$ cat src/rtl/tfn_pkg.sv
// ----------------------------------------------------------------------------
// tfn_pkg
// Widths and pipeline types shared by the triangle face normal block.
// ----------------------------------------------------------------------------
`default_nettype none

package tfn_pkg;

   localparam int COORD_BITS       = 16;
   localparam int NORMAL_FRAC_BITS = 14;

   // Edge, product, cross product, magnitude, square and sum widths, all exact.
   localparam int EDGE_BITS  = COORD_BITS + 1;
   localparam int PROD_BITS  = 2 * EDGE_BITS;
   localparam int CROSS_BITS = PROD_BITS + 1;
   localparam int MAG_BITS   = PROD_BITS;
   localparam int SQ_BITS    = 2 * MAG_BITS;
   localparam int SUM_BITS   = SQ_BITS + 2;

   // Quotient magnitude, output width and residual width of the search.
   localparam int QUOT_BITS = NORMAL_FRAC_BITS + 1;
   localparam int OUT_BITS  = NORMAL_FRAC_BITS + 2;
   localparam int RES_BITS  = SUM_BITS + 2 * NORMAL_FRAC_BITS + 6;
   localparam int IDX_BITS  = $clog2(QUOT_BITS);
   localparam int T_SHIFT   = 2 * NORMAL_FRAC_BITS + 2;

   // One normal component while its quotient is being decided.
   typedef struct packed {
      logic signed [RES_BITS-1:0] d;
      logic signed [RES_BITS-1:0] p;
      logic [QUOT_BITS-1:0]       q;
      logic                       neg;
   } lane_type;

   // Everything a cell hands to its neighbor.
   typedef struct packed {
      logic [SUM_BITS-1:0] s;
      logic                degen;
      lane_type [2:0]      lane;
   } cell_type;

endpackage

`default_nettype wire

$ cat src/rtl/tfn_cell.sv
// ----------------------------------------------------------------------------
// tfn_cell
// Decides one quotient bit of all three normal components.
// ----------------------------------------------------------------------------
`default_nettype none

module tfn_cell (
   input  wire logic                         clock,
   input  wire logic                         reset,
   input  wire logic [tfn_pkg::IDX_BITS-1:0] bit_idx,
   input  wire logic                         in_valid,
   output logic                              in_ready,
   input  wire tfn_pkg::cell_type            in_data,
   output logic                              out_valid,
   input  wire logic                         out_ready,
   output tfn_pkg::cell_type                 out_data
);

   logic                               valid_ff;
   tfn_pkg::cell_type                  data_ff;
   tfn_pkg::cell_type                  data_in;
   logic signed [tfn_pkg::RES_BITS-1:0] sj;
   logic signed [tfn_pkg::RES_BITS-1:0] term [3];
   logic [2:0]                          fit;

   assign in_ready  = !valid_ff || out_ready;
   assign out_valid = valid_ff;
   assign out_data  = data_ff;

   // Trial bit b: (2(q+b)-1)^2 S grows by 4b(S(2q-1) + bS).
   always_comb begin
      sj      = tfn_pkg::RES_BITS'(in_data.s) << bit_idx;
      data_in = in_data;
      for (int k = 0; k < 3; k++) begin
         term[k] = ((in_data.lane[k].p + sj) << bit_idx) << 2;
         fit[k]  = ($signed(in_data.lane[k].d) >= term[k]);
         if (fit[k]) begin
            data_in.lane[k].d = in_data.lane[k].d - term[k];
            data_in.lane[k].p = in_data.lane[k].p + (sj << 1);
            data_in.lane[k].q = in_data.lane[k].q |
                                (tfn_pkg::QUOT_BITS'(1) << bit_idx);
         end
      end
   end

   always_ff @(posedge clock) begin
      if (reset) begin
         valid_ff <= 1'b0;
      end else if (in_ready) begin
         valid_ff <= in_valid;
      end
   end

   always_ff @(posedge clock) begin
      if (in_ready && in_valid) begin
         data_ff <= data_in;
      end
   end

endmodule

`default_nettype wire

$ cat config.mk
export PLATFORM = sky130hd
export DESIGN_NAME = tfn_cell
export DESIGN_NICKNAME = d
export VERILOG_FILES = /design/src/rtl/tfn_pkg.sv /design/src/rtl/tfn_cell.sv
export SDC_FILE = /design/constraint.sdc
export NUM_CORES = 2
export LEC_CHECK = 0
export BUFFER_PORTS_ARGS = -buffer_cell sky130_fd_sc_hd__buf_2
export CORE_AREA = 5 5 588 590
export CTS_CLUSTER_DIAMETER = 60
export DETAILED_ROUTE_END_ITERATION = 8
export DIE_AREA = 0 0 593 595
export GPL_TIMING_DRIVEN = 0
export SYNTH_ARGS = -nofsm -noshare
export SYNTH_HDL_FRONTEND = slang
export SYNTH_SLANG_ARGS = --single-unit
$ cat constraint.sdc
create_clock -name clock -period 29.9 [get_ports clock]
set_clock_uncertainty 0.05 [all_clocks]
set_input_delay 5.98 -clock clock [delete_from_list [all_inputs] [get_ports clock]]
set_output_delay 5.98 -clock clock [all_outputs]
set_load 0.005 [all_outputs]
==> metrics.txt <==
clk_lat worst skew=0.91 ns; Post-DRT Antenna Nets=0; Overall Global Routing Usage=42.6%; CP arrival=24.86 ns; flops & latches, synth=744; CTS clock-pin slew for the worst setup and hold paths=0.06 ns; final wirelength=797000 um; wire length per cell=41.5 um; Worst-Margin Slew=1.81 ns; Starting Density=29.4%; Chip Height=595 um; Tmin final=24.30 ns; cts repair resizes=0; GRT overflow=0; largest net degree at the start of global routing=68; Cell variety after synth=113; sequential element share of the synthesized area=22.4%; synthesis-to-finish area growth=19.5%; r2r setup slk=26.58 ns; Setup-failing EPs final=0; via count=121000; Crit. Startpoint=bit_idx[2]; RSZ-0062 raised after global routing=false; CP max stage delay=1.24 ns; top cell type's share of synthesized area=22.3%; Slew HR=-21.9%; initial antenna violation count=338; routability cong.=1.10; max-slew violations=690; dpl cell area=115000 um2; Placed Cells=18700; maximum VDD drop=0.0000593 V; HP Class=reg -> reg; Pwr Density=77.2 nW/um2; core region area=339000 um2; Final Hold Vio Count=0; Mapped Avg Cell Area=7.90 um2; number of CTS-inserted buffers=121; Critical Path End Type=register; clock sink count=744; Port Buf Inserts=1472; total iterations of the first detailed-routing run=9; number of global-route vias before repair=112000; worst r2r src=out_valid; Post-synth EDFFs=743; layout cells sized above 1=16.7%; Post-CTS Setup Inserts=0; most frequent cells in the layout=buf_2, nand2_1, a21oi_1, o21ai_0, nor2_1; Ys Warns=0; maximum clock frequency=0.0411 GHz; design area=119000 um2; vias per std cell=6.30; cell repeated most along the worst path=clkbuf_1; I/O pin cnt=1496; first-pass GRT wire length=1020000 um; H-tree levels=3; Rows=214; maxcap violations=68; Yosys top cell by area=edfxtp_1; Max Buffers Root-to-Sink=4; commonest non-fill, non-tap cell in the layout=buf_2; reg-to-reg critical path endpoint=out_data[375]; DR DRC count=15; Worst Hold Slack=0.469 ns; outcome=finished, violations left; ys flop type=edfxtp_1; Worst setup endpoint=out_data[572]; Mapped Nets=14200; Leak=50.6 nW; startpoint types=primary input; Slowest-stage cell, CP=buf_1; clock root cell=clkbuf_16; die area=353000 um2; Synth Instances=12600; final period utilization=81.3%; R2R cell count=7; Critical Path RT=30.46 ns; Synth async-reset ratio=0%; final net count=15900; CTS tree=done; Synth Cell Area=99800 um2; Area contributors post-synth=edfxtp_1, ha_1, a21oi_1, nand2_1, o21ai_0; non-filler cells, final=19200; CP Max Fanout=10; failing checks=design-rule violations, max-capacitance violations, max-slew violations; crit path kind=in -> reg; chip width=593 um; cts-stage hold buffer count=0; dpl hpwl=673000 um; initial DRC count=16100
## critical path: cells and delay by family
kind                       cells  cell delay, ns
buffers and inverters         13            7.96
AOI/OAI and AO/OA             21            7.52
and+or+nand+nor                8            1.57
adders and majority gates      2            0.75
muxes                          1            0.62
xor gates and xnor gates       1            0.28
## routing by layer
layer  GRT usage (%)  vias up  share of wire [%]
met5           0.974        -               0.25
met4            32.1      184                9.3
met3            17.7     2602                 12
met2            63.8     8724                 42
met1            48.1    58600                 36
li1                -    50800                  -
## cell usage after synthesis (all sizes together) (19+ instances only)
cell	count
or3	57
o21a	123
a311oi	20
buf	114
mux4	111
inv	283
nor2b	106
a21o	719
and4	29
a21oi	1326
xnor2	518
xor2	407
nand2	1486
nor3	178
nor4	50
ha	780
and2	91
a22oi	23
o31ai	77
edfxtp	743
a21boi	58
nand3	191
a41oi	21
clkbuf	720
o31a	28
a31o	26
a221o	19
a221oi	45
o2111ai	20
nand4	324
o22ai	46
and3	134
a211o	27
o211ai	76
nor2	892
a211oi	99
mux2i	451
or4	21
or2	53
mux2	232
a31oi	159
o21ai	1127
o221ai	27
o21bai	246
nand2b	109
## registers in the layout, indices dropped and copies added, names as in the netlist
register	flops
out_data	743
out_valid	1
## through the flow
stage | power, W | TNS (ns) | setup WS [ns] | utilization [%]
global placement | 0.00756 | -3201.59 | -4.65 | 33.3
detailed placement | 0.00752 | 0 | 5.91 | 33.8
floorplan | 0.00485 | 0 | 5.73 | -
finish | 0.00921 | 0 | 5.60 | 35.2
CTS | 0.00901 | 0 | 6.78 | 35.0
global route | 0.00946 | 0 | 6.08 | 35.1
## how the worst min path moves through the flow
stage / end / slack, ns / depth (start not counted) / startpoint
floorplan: out_valid / 0.47 / 2 / out_valid
global placement: out_valid / 0.44 / 2 / out_valid
detailed placement: out_valid / 0.47 / 2 / out_valid
CTS: out_valid / 0.47 / 2 / out_valid
global route: out_valid / 0.51 / 2 / out_valid
finish: out_valid / 0.47 / 2 / out_valid
## report_power, final
part	leakage, nW	switching, W	internal [W]
combinational	41.4	0.00432	0.00186
sequential	7.22	0.0000846	0.00151
clock	1.94	0.000613	0.000823
total	50.6	0.00501	0.00419
## cell type report
type / instances / area (um2)
fillers: 36800 / 220000
multi-input cells: 10800 / 73600
flip-flops and latches: 744 / 22300
repair buffers: 1556 / 8810
well taps: 4536 / 5680
plain buffers: 834 / 3310
clock buffers: 128 / 3050
inverters: 285 / 1070
clock inverters: 89 / 923
diodes: 231 / 578
## logic make-up (layout without fill, tap and decap cells)
| family | count (synthesis) | in the layout | share of synthesized area (%) |
|---|---|---|---|
| AOI/OAI and AO/OA | 4502 | 4502 | 28.3 |
| xor gates and xnor gates | 925 | 925 | 8.12 |
| adders and majority gates | 799 | 799 | 10.0 |
| buffers and inverters | 1119 | 2892 | 4.27 |
| DFF | 744 | 744 | 22.4 |
| muxes | 794 | 794 | 9.65 |
| other | 0 | 231 | 0 |
| and+or+nand+nor | 3758 | 3758 | 17.3 |
No activity file was read; power rests on OpenSTA's default activity.
